File: src/hdl/assert_macros.svh
// Concurrent assertion helpers, clocked on clk and held off during reset.
`ifndef ASSERT_MACROS_SVH
`define ASSERT_MACROS_SVH

`define DCWR_ASSERT(label, prop, msg) \
	label: assert property (@(posedge clk) disable iff (!arst_n) prop) else $error(msg);

`define DCWR_ASSERT_IMPL(label, ante, cons, msg) \
	label: assert property (@(posedge clk) disable iff (!arst_n) (ante) |-> (cons)) \
		else $error(msg);

`define DCWR_ASSERT_NEXT(label, ante, cons, msg) \
	label: assert property (@(posedge clk) disable iff (!arst_n) (ante) |=> (cons)) \
		else $error(msg);

`endif

File: src/hdl/dcwr_pkg.sv
package dcwr_pkg;

	localparam int DUTY_W = 8;
	localparam int PULSE_W = 11;
	localparam int STEP_W = 6;
	localparam int WDUTY_W = 16;
	localparam int CMD_W = 8;
	localparam int CFG_IDX_W = 1;
	localparam int CFG_DATA_W = 11;

	localparam int PWM_FRAME_US_DEF = 20000;

	localparam logic [PULSE_W-1:0] WEAPON_MIN_US = 11'd1000;
	localparam logic [PULSE_W-1:0] WEAPON_MAX_US = 11'd2000;
	localparam logic [PULSE_W-1:0] WEAPON_ARM_US = 11'd1100;
	localparam logic [PULSE_W-1:0] WEAPON_ON_DEF = 11'd1950;
	localparam logic [STEP_W-1:0] WEAPON_STEP_DEF = 6'd1;
	localparam logic [PULSE_W-1:0] FALL_FACTOR = 11'd20;
	localparam logic [WDUTY_W-1:0] DUTY_FULL = 16'hFFFF;

	localparam logic [CFG_IDX_W-1:0] REG_WEAPON_STEP = 1'd0;
	localparam logic [CFG_IDX_W-1:0] REG_WEAPON_ON = 1'd1;

	typedef enum logic [CMD_W-1:0] {
		CMD_SPEED_1    = 8'h31,
		CMD_SPEED_2    = 8'h32,
		CMD_SPEED_3    = 8'h33,
		CMD_SPEED_4    = 8'h34,
		CMD_BACK       = 8'h42,
		CMD_FWD        = 8'h46,
		CMD_FWD_L      = 8'h47,
		CMD_FWD_R      = 8'h48,
		CMD_BACK_L     = 8'h49,
		CMD_BACK_R     = 8'h4A,
		CMD_SPIN_L     = 8'h4C,
		CMD_SPIN_R     = 8'h52,
		CMD_STOP       = 8'h53,
		CMD_LIGHT_ON   = 8'h55,
		CMD_WEAPON_ON  = 8'h57,
		CMD_HORN       = 8'h59,
		CMD_LIGHT_OFF  = 8'h75,
		CMD_WEAPON_OFF = 8'h77
	} cmd_code_t;

	// 0 left fwd, 1 left rev, 2 right fwd, 3 right rev
	typedef logic [3:0][DUTY_W-1:0] duty_t;

	typedef enum logic [1:0] {
		GOAL_KEEP,
		GOAL_ON,
		GOAL_OFF
	} goal_cmd_t;

	typedef struct packed {
		duty_t duty;
		logic light;
		logic horn;
	} drv_t;

	typedef struct packed {
		logic we;
		logic [CFG_IDX_W-1:0] index;
		logic [CFG_DATA_W-1:0] data;
	} cfg_wr_t;

endpackage

File: src/hdl/dcwr_cmd_if.sv
interface dcwr_cmd_if;
	logic valid;
	logic ready;
	logic cmd_valid;
	logic [dcwr_pkg::CMD_W-1:0] cmd_byte;

	modport source (output valid, output cmd_valid, output cmd_byte, input ready);
	modport sink (input valid, input cmd_valid, input cmd_byte, output ready);
endinterface

File: src/hdl/dcwr_rsp_if.sv
interface dcwr_rsp_if;
	logic valid;
	logic ready;
	logic [dcwr_pkg::DUTY_W-1:0] left_fwd_duty;
	logic [dcwr_pkg::DUTY_W-1:0] left_rev_duty;
	logic [dcwr_pkg::DUTY_W-1:0] right_fwd_duty;
	logic [dcwr_pkg::DUTY_W-1:0] right_rev_duty;
	logic light_on;
	logic horn_trigger;
	logic [dcwr_pkg::PULSE_W-1:0] weapon_pulse_us;
	logic [dcwr_pkg::WDUTY_W-1:0] weapon_duty;

	modport source (
		output valid, output left_fwd_duty, output left_rev_duty,
		output right_fwd_duty, output right_rev_duty, output light_on,
		output horn_trigger, output weapon_pulse_us, output weapon_duty,
		input ready
	);
	modport sink (
		input valid, input left_fwd_duty, input left_rev_duty,
		input right_fwd_duty, input right_rev_duty, input light_on,
		input horn_trigger, input weapon_pulse_us, input weapon_duty,
		output ready
	);
endinterface

File: src/hdl/dcwr_cfg_if.sv
interface dcwr_cfg_if;
	logic valid;
	logic ready;
	logic [dcwr_pkg::CFG_IDX_W-1:0] index;
	logic [dcwr_pkg::CFG_DATA_W-1:0] data;

	modport source (output valid, output index, output data, input ready);
	modport sink (input valid, input index, input data, output ready);
endinterface

File: src/hdl/drive_command_and_weapon_ramp.sv
// A request accepted into stage one moves on to stage two, whose registers drive the output.
// Throughput: one request per cycle; input stalls only when both stages hold results
// and the output is not taken.
// Stage one decodes the command and steps the weapon ramp, stage two forms the servo duty.
// Reset (arst_n low, asynchronous) releases both bridges, sets speed 255, light off,
// weapon pulse and target 1100 us, step 1 us, weapon-on target 1950 us, pipeline empty.
`include "assert_macros.svh"

module drive_command_and_weapon_ramp #(
	parameter int PWM_FRAME_US = dcwr_pkg::PWM_FRAME_US_DEF
) (
	input  logic        clk,
	input  logic        arst_n,
	dcwr_cmd_if.sink    cmd,
	dcwr_rsp_if.source  rsp,
	dcwr_cfg_if.sink    cfg
);
	import dcwr_pkg::*;

	logic adv1;
	logic adv2;
	logic take;

	drv_t drv_nxt;
	goal_cmd_t goal_cmd;
	cfg_wr_t cfg_wr;
	logic [PULSE_W-1:0] now_nxt;
	logic [WDUTY_W-1:0] duty_nxt;

	logic v_s1;
	drv_t drv_s1;
	logic [PULSE_W-1:0] pulse_s1;

	logic v_s2;
	drv_t drv_s2;
	logic [PULSE_W-1:0] pulse_s2;
	logic [WDUTY_W-1:0] duty_s2;

	assign adv2 = !v_s2 || rsp.ready;
	assign adv1 = !v_s1 || adv2;
	assign take = cmd.valid && adv1;
	assign cmd.ready = adv1;

	assign cfg.ready = 1'b1;
	assign cfg_wr = '{we: cfg.valid, index: cfg.index, data: cfg.data};

	dcwr_decode u_decode (
		.clk       (clk),
		.arst_n    (arst_n),
		.take      (take),
		.cmd_valid (cmd.cmd_valid),
		.cmd_byte  (cmd.cmd_byte),
		.drv_nxt   (drv_nxt),
		.goal_cmd  (goal_cmd)
	);

	dcwr_ramp u_ramp (
		.clk      (clk),
		.arst_n   (arst_n),
		.take     (take),
		.goal_cmd (goal_cmd),
		.cfg_wr   (cfg_wr),
		.now_nxt  (now_nxt)
	);

	dcwr_duty #(
		.PWM_FRAME_US (PWM_FRAME_US)
	) u_duty (
		.pulse_us (pulse_s1),
		.duty     (duty_nxt)
	);

	always_ff @(posedge clk or negedge arst_n) begin
		if (!arst_n) begin
			v_s1 <= 1'b0;
			v_s2 <= 1'b0;
		end else begin
			if (adv1) begin
				v_s1 <= take;
			end
			if (adv2) begin
				v_s2 <= v_s1;
			end
		end
	end

	always_ff @(posedge clk) begin
		if (take) begin
			drv_s1 <= drv_nxt;
			pulse_s1 <= now_nxt;
		end
		if (adv2 && v_s1) begin
			drv_s2 <= drv_s1;
			pulse_s2 <= pulse_s1;
			duty_s2 <= duty_nxt;
		end
	end

	assign rsp.valid = v_s2;
	assign rsp.left_fwd_duty = drv_s2.duty[0];
	assign rsp.left_rev_duty = drv_s2.duty[1];
	assign rsp.right_fwd_duty = drv_s2.duty[2];
	assign rsp.right_rev_duty = drv_s2.duty[3];
	assign rsp.light_on = drv_s2.light;
	assign rsp.horn_trigger = drv_s2.horn;
	assign rsp.weapon_pulse_us = pulse_s2;
	assign rsp.weapon_duty = duty_s2;

	`DCWR_ASSERT_IMPL(ready_when_empty_a, !v_s2, cmd.ready,
		"input held off with an empty output stage")
	`DCWR_ASSERT_NEXT(stage_moves_a, v_s1 && adv2, v_s2,
		"stage one request lost on its way to the output")

endmodule

File: src/hdl/dcwr_decode.sv
module dcwr_decode (
	input  logic                        clk,
	input  logic                        arst_n,
	input  logic                        take,
	input  logic                        cmd_valid,
	input  logic [dcwr_pkg::CMD_W-1:0]  cmd_byte,
	output dcwr_pkg::drv_t              drv_nxt,
	output dcwr_pkg::goal_cmd_t         goal_cmd
);
	import dcwr_pkg::*;

	localparam logic [DUTY_W-1:0] SPEED_1 = 8'd65;
	localparam logic [DUTY_W-1:0] SPEED_2 = 8'd130;
	localparam logic [DUTY_W-1:0] SPEED_3 = 8'd195;
	localparam logic [DUTY_W-1:0] SPEED_4 = 8'd255;
	localparam logic [DUTY_W-1:0] ZERO = 8'd0;

	logic [DUTY_W-1:0] speed_level_q;
	duty_t duty_q;
	logic light_q;

	logic [DUTY_W-1:0] lvl;
	logic [DUTY_W-1:0] qtr;
	logic [DUTY_W-1:0] speed_nxt;

	assign lvl = speed_level_q;
	assign qtr = speed_level_q >> 2;

	always_comb begin
		drv_nxt.duty = duty_q;
		drv_nxt.light = light_q;
		drv_nxt.horn = 1'b0;
		speed_nxt = speed_level_q;
		goal_cmd = GOAL_KEEP;
		if (cmd_valid) begin
			unique case (cmd_byte)
				CMD_FWD:        drv_nxt.duty = {ZERO, lvl, ZERO, lvl};
				CMD_BACK:       drv_nxt.duty = {lvl, ZERO, lvl, ZERO};
				CMD_SPIN_L:     drv_nxt.duty = {ZERO, lvl, lvl, ZERO};
				CMD_SPIN_R:     drv_nxt.duty = {lvl, ZERO, ZERO, lvl};
				CMD_FWD_L:      drv_nxt.duty = {ZERO, lvl, ZERO, qtr};
				CMD_FWD_R:      drv_nxt.duty = {ZERO, qtr, ZERO, lvl};
				CMD_BACK_L:     drv_nxt.duty = {lvl, ZERO, qtr, ZERO};
				CMD_BACK_R:     drv_nxt.duty = {qtr, ZERO, lvl, ZERO};
				CMD_STOP:       drv_nxt.duty = '0;
				CMD_HORN:       drv_nxt.horn = 1'b1;
				CMD_LIGHT_ON:   drv_nxt.light = 1'b1;
				CMD_LIGHT_OFF:  drv_nxt.light = 1'b0;
				CMD_SPEED_1:    speed_nxt = SPEED_1;
				CMD_SPEED_2:    speed_nxt = SPEED_2;
				CMD_SPEED_3:    speed_nxt = SPEED_3;
				CMD_SPEED_4:    speed_nxt = SPEED_4;
				CMD_WEAPON_ON:  goal_cmd = GOAL_ON;
				CMD_WEAPON_OFF: goal_cmd = GOAL_OFF;
				default: ;
			endcase
		end
	end

	always_ff @(posedge clk or negedge arst_n) begin
		if (!arst_n) begin
			speed_level_q <= SPEED_4;
			duty_q <= '0;
			light_q <= 1'b0;
		end else if (take) begin
			speed_level_q <= speed_nxt;
			duty_q <= drv_nxt.duty;
			light_q <= drv_nxt.light;
		end
	end

endmodule

File: src/hdl/dcwr_ramp.sv
`include "assert_macros.svh"

module dcwr_ramp (
	input  logic                          clk,
	input  logic                          arst_n,
	input  logic                          take,
	input  dcwr_pkg::goal_cmd_t           goal_cmd,
	input  dcwr_pkg::cfg_wr_t             cfg_wr,
	output logic [dcwr_pkg::PULSE_W-1:0]  now_nxt
);
	import dcwr_pkg::*;

	logic [STEP_W-1:0] step_q;
	logic [PULSE_W-1:0] on_q;
	logic [PULSE_W-1:0] now_q;
	logic [PULSE_W-1:0] goal_q;

	logic [PULSE_W-1:0] goal_nxt;
	logic [PULSE_W-1:0] rise;
	logic [PULSE_W-1:0] fall;
	logic [PULSE_W-1:0] diff_up;
	logic [PULSE_W-1:0] diff_dn;

	always_comb begin
		unique case (goal_cmd)
			GOAL_ON: begin
				if (on_q < WEAPON_MIN_US) begin
					goal_nxt = WEAPON_MIN_US;
				end else if (on_q > WEAPON_MAX_US) begin
					goal_nxt = WEAPON_MAX_US;
				end else begin
					goal_nxt = on_q;
				end
			end
			GOAL_OFF: goal_nxt = WEAPON_MIN_US;
			default:  goal_nxt = goal_q;
		endcase
	end

	assign rise = PULSE_W'(step_q);
	assign fall = PULSE_W'(step_q) * FALL_FACTOR;
	assign diff_up = goal_nxt - now_q;
	assign diff_dn = now_q - goal_nxt;

	always_comb begin
		priority if (now_q < goal_nxt) begin
			now_nxt = (diff_up <= rise) ? goal_nxt : now_q + rise;
		end else if (now_q > goal_nxt) begin
			now_nxt = (diff_dn <= fall) ? goal_nxt : now_q - fall;
		end else begin
			now_nxt = now_q;
		end
	end

	always_ff @(posedge clk or negedge arst_n) begin
		if (!arst_n) begin
			step_q <= WEAPON_STEP_DEF;
			on_q <= WEAPON_ON_DEF;
			now_q <= WEAPON_ARM_US;
			goal_q <= WEAPON_ARM_US;
		end else begin
			if (cfg_wr.we) begin
				unique case (cfg_wr.index)
					REG_WEAPON_STEP: step_q <= cfg_wr.data[STEP_W-1:0];
					REG_WEAPON_ON:   on_q <= cfg_wr.data;
					default: ;
				endcase
			end
			if (take) begin
				now_q <= now_nxt;
				goal_q <= goal_nxt;
			end
		end
	end

	`DCWR_ASSERT(goal_in_range_a, (goal_q >= WEAPON_MIN_US) && (goal_q <= WEAPON_MAX_US),
		"weapon target left its range")
	`DCWR_ASSERT_NEXT(no_overshoot_a, take && (goal_cmd == GOAL_KEEP) && (now_q <= goal_q),
		now_q <= goal_q, "weapon ramp passed its target")

endmodule

File: src/hdl/dcwr_duty.sv
module dcwr_duty #(
	parameter int PWM_FRAME_US = dcwr_pkg::PWM_FRAME_US_DEF
) (
	input  logic [dcwr_pkg::PULSE_W-1:0]  pulse_us,
	output logic [dcwr_pkg::WDUTY_W-1:0]  duty
);
	import dcwr_pkg::*;

	// floor(us * 65535 / frame) as a multiply by a rounded-up reciprocal, exact for 11-bit us
	localparam int FRAME_W = $clog2(PWM_FRAME_US + 1);
	localparam int SHIFT = PULSE_W + FRAME_W;
	localparam logic [63:0] RECIP =
		((64'(DUTY_FULL) << SHIFT) + 64'(PWM_FRAME_US) - 64'd1) / 64'(PWM_FRAME_US);
	localparam int RECIP_W = $clog2(RECIP + 1);
	localparam int PROD_W = PULSE_W + RECIP_W;

	logic [PROD_W-1:0] prod;
	logic [PROD_W-1:0] quo;

	assign prod = PROD_W'(pulse_us) * PROD_W'(RECIP);
	assign quo = prod >> SHIFT;
	assign duty = (quo > PROD_W'(DUTY_FULL)) ? DUTY_FULL : quo[WDUTY_W-1:0];

endmodule

File: src/flat_wrapper.sv
// flat-port wrapper written by rule: the top's interface ports become plain ports
module drive_command_and_weapon_ramp_flat import dcwr_pkg::*;
#(
	parameter int PWM_FRAME_US = dcwr_pkg::PWM_FRAME_US_DEF
)
  (clk, arst_n, cmd_valid, cmd_cmd_valid, cmd_cmd_byte, cmd_ready, rsp_valid, rsp_left_fwd_duty, rsp_left_rev_duty, rsp_right_fwd_duty, rsp_right_rev_duty, rsp_light_on, rsp_horn_trigger, rsp_weapon_pulse_us, rsp_weapon_duty, rsp_ready, cfg_valid, cfg_index, cfg_data, cfg_ready);
  dcwr_cmd_if cmd_i ();
  dcwr_rsp_if rsp_i ();
  dcwr_cfg_if cfg_i ();
  input  logic clk;
  input  logic arst_n;
  input wire logic [$bits(cmd_i.valid)-1:0] cmd_valid;
  input wire logic [$bits(cmd_i.cmd_valid)-1:0] cmd_cmd_valid;
  input wire logic [$bits(cmd_i.cmd_byte)-1:0] cmd_cmd_byte;
  output wire logic [$bits(cmd_i.ready)-1:0] cmd_ready;
  output wire logic [$bits(rsp_i.valid)-1:0] rsp_valid;
  output wire logic [$bits(rsp_i.left_fwd_duty)-1:0] rsp_left_fwd_duty;
  output wire logic [$bits(rsp_i.left_rev_duty)-1:0] rsp_left_rev_duty;
  output wire logic [$bits(rsp_i.right_fwd_duty)-1:0] rsp_right_fwd_duty;
  output wire logic [$bits(rsp_i.right_rev_duty)-1:0] rsp_right_rev_duty;
  output wire logic [$bits(rsp_i.light_on)-1:0] rsp_light_on;
  output wire logic [$bits(rsp_i.horn_trigger)-1:0] rsp_horn_trigger;
  output wire logic [$bits(rsp_i.weapon_pulse_us)-1:0] rsp_weapon_pulse_us;
  output wire logic [$bits(rsp_i.weapon_duty)-1:0] rsp_weapon_duty;
  input wire logic [$bits(rsp_i.ready)-1:0] rsp_ready;
  input wire logic [$bits(cfg_i.valid)-1:0] cfg_valid;
  input wire logic [$bits(cfg_i.index)-1:0] cfg_index;
  input wire logic [$bits(cfg_i.data)-1:0] cfg_data;
  output wire logic [$bits(cfg_i.ready)-1:0] cfg_ready;
  assign cmd_i.valid = cmd_valid;
  assign cmd_i.cmd_valid = cmd_cmd_valid;
  assign cmd_i.cmd_byte = cmd_cmd_byte;
  assign cmd_ready = cmd_i.ready;
  assign rsp_valid = rsp_i.valid;
  assign rsp_left_fwd_duty = rsp_i.left_fwd_duty;
  assign rsp_left_rev_duty = rsp_i.left_rev_duty;
  assign rsp_right_fwd_duty = rsp_i.right_fwd_duty;
  assign rsp_right_rev_duty = rsp_i.right_rev_duty;
  assign rsp_light_on = rsp_i.light_on;
  assign rsp_horn_trigger = rsp_i.horn_trigger;
  assign rsp_weapon_pulse_us = rsp_i.weapon_pulse_us;
  assign rsp_weapon_duty = rsp_i.weapon_duty;
  assign rsp_i.ready = rsp_ready;
  assign cfg_i.valid = cfg_valid;
  assign cfg_i.index = cfg_index;
  assign cfg_i.data = cfg_data;
  assign cfg_ready = cfg_i.ready;
  drive_command_and_weapon_ramp #(.PWM_FRAME_US(PWM_FRAME_US)) u_core (.clk(clk), .arst_n(arst_n), .cmd(cmd_i), .rsp(rsp_i), .cfg(cfg_i));
endmodule
File: config.mk
export PLATFORM = sky130hd
export DESIGN_NAME = drive_command_and_weapon_ramp_flat
export DESIGN_NICKNAME = d
export VERILOG_FILES = /design/src/hdl/dcwr_pkg.sv /design/src/hdl/dcwr_cmd_if.sv /design/src/hdl/dcwr_rsp_if.sv /design/src/hdl/dcwr_cfg_if.sv /design/src/hdl/drive_command_and_weapon_ramp.sv /design/src/hdl/dcwr_decode.sv /design/src/hdl/dcwr_ramp.sv /design/src/hdl/dcwr_duty.sv /design/src/flat_wrapper.sv
export VERILOG_INCLUDE_DIRS = /design/src /design/src/hdl
export SDC_FILE = /design/constraint.sdc
export NUM_CORES = 1
export LEC_CHECK = 0
export ABC_AREA = 1
export CAP_MARGIN = 0
export CORE_MARGIN = 3
export CORE_UTILIZATION = 57
export DETAILED_ROUTE_END_ITERATION = 6
export DONT_BUFFER_PORTS = 1
export PLACE_DENSITY = 0.71
export SETUP_SLACK_MARGIN = 0.1
export SYNTH_ARGS = -nofsm -noshare
export SYNTH_HDL_FRONTEND = slang
export SYNTH_SLANG_ARGS = --single-unit
File: constraint.sdc
create_clock -name clk -period 14.76 [get_ports clk]
set_clock_uncertainty 0.05 [all_clocks]
set_input_delay 2.952 -clock clk [delete_from_list [all_inputs] [get_ports clk]]
set_output_delay 2.952 -clock clk [all_outputs]
set_load 0.1 [all_outputs]
* Word-level counts from Yosys, hierarchy flattened *
Index checks and enable logic that the tools add are counted.

operators by class
  $add $sub $neg = 4
  multiply operators = 2
  order comparisons = 7
  equality and inequality tests = 20
  muxes and demuxes = 15
  bitwise gates (word level) = 1
  reduce and logical (&&, ||, !) cells = 10

operators by type and width
  operator                  count
  $pmux W32 S9              1
  $eq A8 B7 Y1 const B      14
  $mux W11                  6
  $mul A11 B28 Y39 const B  1
  $mux W34                  1
  $sub A11 B11 Y11          3
  $eq A8 B6 Y1 const B      4
  $pmux W8 S4               1
  $pmux W11 S2              1
  $gt A13 B16 Y1 const B    1
  $mux W16                  1
  $add A11 B6 Y11           1
  $gt A11 B11 Y1            1
  $gt A11 B11 Y1 const B    1
  $le A11 B11 Y1            1
  $le A11 B6 Y1             1
  $lt A11 B10 Y1 const B    1
  $lt A11 B11 Y1            1
  $mul A6 B3 Y9 const B     1
  $pmux W2 S2               1
  $reduce_and A2 Y1         2
  $reduce_bool A4 Y1        1
  $reduce_and A3 Y1         1
  $eq A2 B1 Y1 const B      1
  8 further kinds           11

storage, ports and cells
  bits in registers = 188
  input bits = 26
  output and inout port bits = 64
  word-level logic and storage cells = 87

* Logic depth before layout (Yosys ltp) *
  word-level depth = 10
  gate-level depth with buffers = 38

* Modules after synthesis *
A second synthesis with hierarchy kept.

unflattened totals
  cell total of the unflattened synthesis = 2089
  area, all modules = 16261.8 um^2

by module, submodules not included
  module                         instances  cells an instance  area each (um^2)  sequential area each (um^2)
  dcwr_duty                      1          833                5664.2            0.0
  dcwr_ramp                      1          708                4663.2            997.2
  drive_command_and_weapon_ramp  1          120                3289.4            3233.1
  dcwr_decode                    1          428                2645.0            904.6

* Worst setup path after synthesis *
Ideal clock, no wire load.

  kind = input to register
  start = in cmd_cmd_byte[7]
  end = reg u_core.pulse_s1[0] (data pin)
  library setup time = 0.255 ns
  data arrival time = 7.327 ns
  data required time = 14.455 ns
  path slack = 7.129 ns
  cell stages on the path = 34
  cell sequence = inv_1 nand2_1 nor2_2 inv_1 nor2_1 nand2_1 nor2_1 ha_1 nor2_1 nand2_1 nor2_1 a22oi_1 inv_1 ha_1 a21oi_1 inv_1 a21oi_1 o21ai_0 nand2_1 nand2_1 nand2_1 nand3_1 xor2_1 ha_1 a21oi_1 o21ai_0 a21oi_1 o21ai_0 nand2_1 clkbuf_1 nand2_1 o21ai_0 nand2_1 and2_1

on the way
  longest elaborated chain between the ends = 10
  elaborated cells on any way between the ends = 17
  those cells by class = 2 x add/sub; 4 x order compare; 4 x eq/ne; 7 x mux

ends and longest elaborated chain
  item                                          line                                 RTL
  start: declaration                            flat_wrapper.sv:14                   input wire logic [$bits(cmd_i.cmd_byte)-1:0] cmd_cmd_byte;
  $eq A8 B7 Y1                                  dcwr_decode.sv:36                    unique case (cmd_byte)
  $pmux W2 S2 (*)                               dcwr_decode.sv:36
  $mux W2 (*)                                   dcwr_decode.sv:35                    if (cmd_valid) begin
  $eq A2 B2 Y1 or $eq A2 B1 Y1 (tied branches)  dcwr_ramp.sv:25                      unique case (goal_cmd)
  $pmux W11 S2 (*)                              dcwr_ramp.sv:25
  $sub A11 B11 Y11                              dcwr_ramp.sv:43                      assign diff_dn = now_q - goal_nxt;
  $le A11 B11 Y1                                dcwr_ramp.sv:49                      now_nxt = (diff_dn <= fall) ? goal_nxt : now_q - fall;
  $mux W11                                      dcwr_ramp.sv:49
  $mux W11                                      dcwr_ramp.sv:48                      end else if (now_q > goal_nxt) begin
  $mux W11 (*)                                  dcwr_ramp.sv:46                      priority if (now_q < goal_nxt) begin
  via u_core.now_nxt[0]                         drive_command_and_weapon_ramp.sv:27  logic [PULSE_W-1:0] now_nxt;
  end signal: assignment                        drive_command_and_weapon_ramp.sv:90  pulse_s1 <= now_nxt;
  end: declaration                              drive_command_and_weapon_ramp.sv:32  logic [PULSE_W-1:0] pulse_s1;

Mark *: on every way through the listed nets, which the timed path passes. The rest lies on a longest branch.
A chain may end at the register's enable or synchronous reset.

* Worst setup path after layout *
  start = in cmd_cmd_byte[7]
  end = reg u_core.pulse_s1[4] (data pin)

The elaborated chain is that of the path after synthesis.

==> metrics.txt <==
Synth async-reset ratio=approximately 43%; worst-path fanout max=11; WHS Path Cells=0; sequential cell area=approximately 5000 µm²; Post-Synth XOR/XNOR Area=between 3 and 4%; PostCTS Resize Cnt=0; setup TNS=0 ps; CTS Buffer Depth=2; Synth Instances=~1600; synthesized area per cell=around 9.0 µm²; H-Tree Level Count=4; IO Pins=90; largest family of logic cells by synthesized area=adder cells; multiplexer share of the synthesized area=0.2337%; PortBufs=0; Routed Antenna Nets=0; vias per cell=5.656; Fmax=122.3 MHz; max-cap viol count=0; Setup CP Type=input port to flip-flop; family with the most delay on the worst path=simple AND/OR/NAND/NOR gates; dpl hpwl=27900 µm; FF-to-FF Start=u_core.pulse_s1[9]$_DFFE_PP_; final std cells w/o fill=a little under 2000; clk_lat worst skew=between 400 and 500 ps; min-delay src=u_core.drv_s1[25]$_DFFE_PP_; Post-Syn Area=approximately 14000 µm²; crit share post-route=55.42%; starting density of the core=approximately 59%; GRT Util Overall=a little over a quarter; DR pass1 iterations=6; DRT Wirelength=35440 µm; Synth Area in Simple Gates=between 15 and 20%; first-pass GRT wire length=around 57000 µm; vias=roughly 11000; Setup Buffers After CTS=0; crit path DAT=approximately 8300 ps; Multi-input gate area=just over 8000 µm²; last weighted congestion value of the routability-driven placer=~1; #FFs+latches synth=180; worst hold path endpoint=u_core.rsp.right_fwd_duty[7]$_DFFE_PP_; die area=27310 µm²; Crit. End Element=flip-flop; CP bufs+invs=5; type of the worst min-delay path=flip-flop to flip-flop; post-synthesis adder-cell area fraction=around a quarter; Area Growth Syn to Fin=6.058%; pin count of the biggest net entering global routing=84; initial antenna violation count=0; Worst slew margin=between 20 and 30%; Slew Viols, Final=0; CP max stage cell=ha_1; DRC=0; total gr overflow=0; Worst setup SP type=input port; cell depth of the worst flop-to-flop path=17; Nets=about 1900; CTS tree=yes; DR WL/cell=about 18 µm; Synth Area in Compound Gates=about 11%; Crit Reg-Reg Endpoint=u_core.rsp.weapon_duty[8]$_DFFE_PP_; Post-synth EDFFs=103; # diodes=0; layout cell share with drive strength beyond 1=under 10%; Die Width=approximately 170 µm; outcome=completed; post-layout util=~62%; post-route design area=between 15000 and 20000 µm²; vias in the first global route=10653; reg2reg setup slack=about 9000 ps; sequential share of the synthesized area=between 30% and 40%; endpoints failing setup=0; Min Clock Period, post-route=slightly above 8000 ps; Synth cell types=54; Ys Warns=0; Die Y=165.3 µm; Hold Buf Count CTS=0; Critical Path RT=approximately 15000 ps; Core Area=around 25000 µm²; Placed Cells=around 1900; RSZ-0062 raised after global routing=no; Post-DP Area=approximately 15000 µm²; Crit path largest cell delay=320 ps; # fillers=2021; TritonCTS Buffers=17; Least-Margin Pin Slew=1114 ps; num rows=57; most frequent CP cell=nand2_1; Initial DRC Count=just under 1000; CTS root buf=clkbuf_16; clock transition at the registers of the reported paths=80 ps; CTS Sinks=180; final hold viol count=0; top_reg_cell synth=edfxtp_1
## layout make-up
class	count	area share, %
multi-input combinational	1124	53.75
tap	324	2.644
sequential	180	32.90
clock buffer	17	2.774
clock inverter	15	1.420
timing repair buffer	3	0.1469
inverter	260	6.365
## cell usage in the layout, fill, tap and decap left out, types with 20 or more instances in the layout
cell      Yosys  layout
a21oi_1      81      80
ha_1        172     172
o21ai_1      37      37
xor2_1       38      38
fa_1         85      85
edfxtp_1    103     103
nor2_1      100     100
nand3_1      63      63
inv_1       249     249
nand2_1     297     296
dfstp_2      20      20
o21ai_0      87      87
dfrtp_1      57      57
## routing by layer
metal	vias up	track usage [%]	share of wire [%]
met3	75	5.288	6.2
li1	5240	-	-
met2	390	43.57	47
met1	5171	36.58	44
met4	0	8.235	3.1
met5	-	0	0
## worst register-to-register path, stage by stage, from the launching register on
cell and delay [ps]:
edfxtp_1 610, inv_1 100, ha_1 380, inv_1 100, fa_1 520, fa_1 530, fa_1 530, fa_1 520
ha_1 350, nand2_1 80, nor4_1 610, nand2_1 100, nand2_1 110, a21oi_1 90, o31ai_1 430, nand3_1 190
nand3_1 110, nand2_1 70
## sequential cells by signal, indices dropped and copies added (netlist names)
register	cells
u_core.drv_s1	34
u_core.pulse_s1	11
u_core.rsp.horn_trigger	1
u_core.rsp.left_fwd_duty	8
u_core.rsp.left_rev_duty	8
u_core.rsp.light_on	1
u_core.rsp.right_fwd_duty	8
u_core.rsp.right_rev_duty	8
u_core.rsp.valid	1
u_core.rsp.weapon_duty	13
u_core.rsp.weapon_pulse_us	11
u_core.u_decode.duty_q	32
u_core.u_decode.light_q	1
u_core.u_decode.lvl	3
u_core.u_ramp.goal_q	11
u_core.u_ramp.now_q	11
u_core.u_ramp.on_q	11
u_core.u_ramp.step_q	6
u_core.v_s1	1
## Yosys cell counts, types with 7 or more instances
library cell  number  area [µm²]
a211oi_1           8       60.06
nand2_2           13       81.33
nor3_1            12       60.06
ha_1             172        2152
and2_1             9       56.30
edfxtp_1         103        3093
o21ai_0           87       435.4
o21ai_1           37       185.2
nor2_1           100       375.4
inv_2              9       33.78
xnor2_1           11       96.34
o21bai_1           7       52.55
nand3_1           63       315.3
clkbuf_1          15       56.30
dfrtp_1           57        1426
a21oi_1           81       405.4
dfstp_2           20       525.5
nand2_1          297        1115
fa_1              85        1702
nand4_1           12       75.07
inv_1            249       934.7
o21ai_2           12       105.1
buf_4             12       90.09
xor2_1            38       332.8
o211ai_1          12       90.09
nor4_1             7       43.79
a21o_1             8       60.06
## worst max path at each step
| stage | depth (start not counted) | end | slack, ps | from |
|---|---|---|---|---|
| after floorplan | 34 | u_core.pulse_s1[0]$_DFFE_PP_ | 7130 | cmd_cmd_byte[7] |
| after global placement | 34 | u_core.pulse_s1[4]$_DFFE_PP_ | 6350 | cmd_cmd_byte[7] |
| after detailed placement | 34 | u_core.pulse_s1[4]$_DFFE_PP_ | 6240 | cmd_cmd_byte[7] |
| after CTS | 35 | u_core.pulse_s1[4]$_DFFE_PP_ | 6660 | cmd_cmd_byte[7] |
| after global routing | 35 | u_core.pulse_s1[4]$_DFFE_PP_ | 5950 | cmd_cmd_byte[7] |
| final | 35 | u_core.pulse_s1[4]$_DFFE_PP_ | 6580 | cmd_cmd_byte[7] |
## cell families (layout without fill, tap and decap cells)
kind of cell / count (synthesis) / count (layout)
AND/OR/NAND/NOR: 529 / 529
buffers and inverters: 297 / 295
AO/OA/AOI/OAI: 281 / 281
adder cells (fa/ha/maj): 257 / 257
flip-flops: 180 / 180
XOR/XNOR: 50 / 50
multiplexers: 3 / 3
other: 2 / 4
## per-stage QoR
step / hold slack [ps] / setup WS (ps)
after floorplan: 350.3 / 7129
after global placement: 351.7 / 6354
after detailed placement: 356.2 / 6243
after CTS: 368.5 / 6660
after global routing: 378.8 / 5954
final: 365.0 / 6581
Power is left out: the tool's default activity adds up to more than one toggle a clock period on the data nets, which glitch-free logic cannot reach.
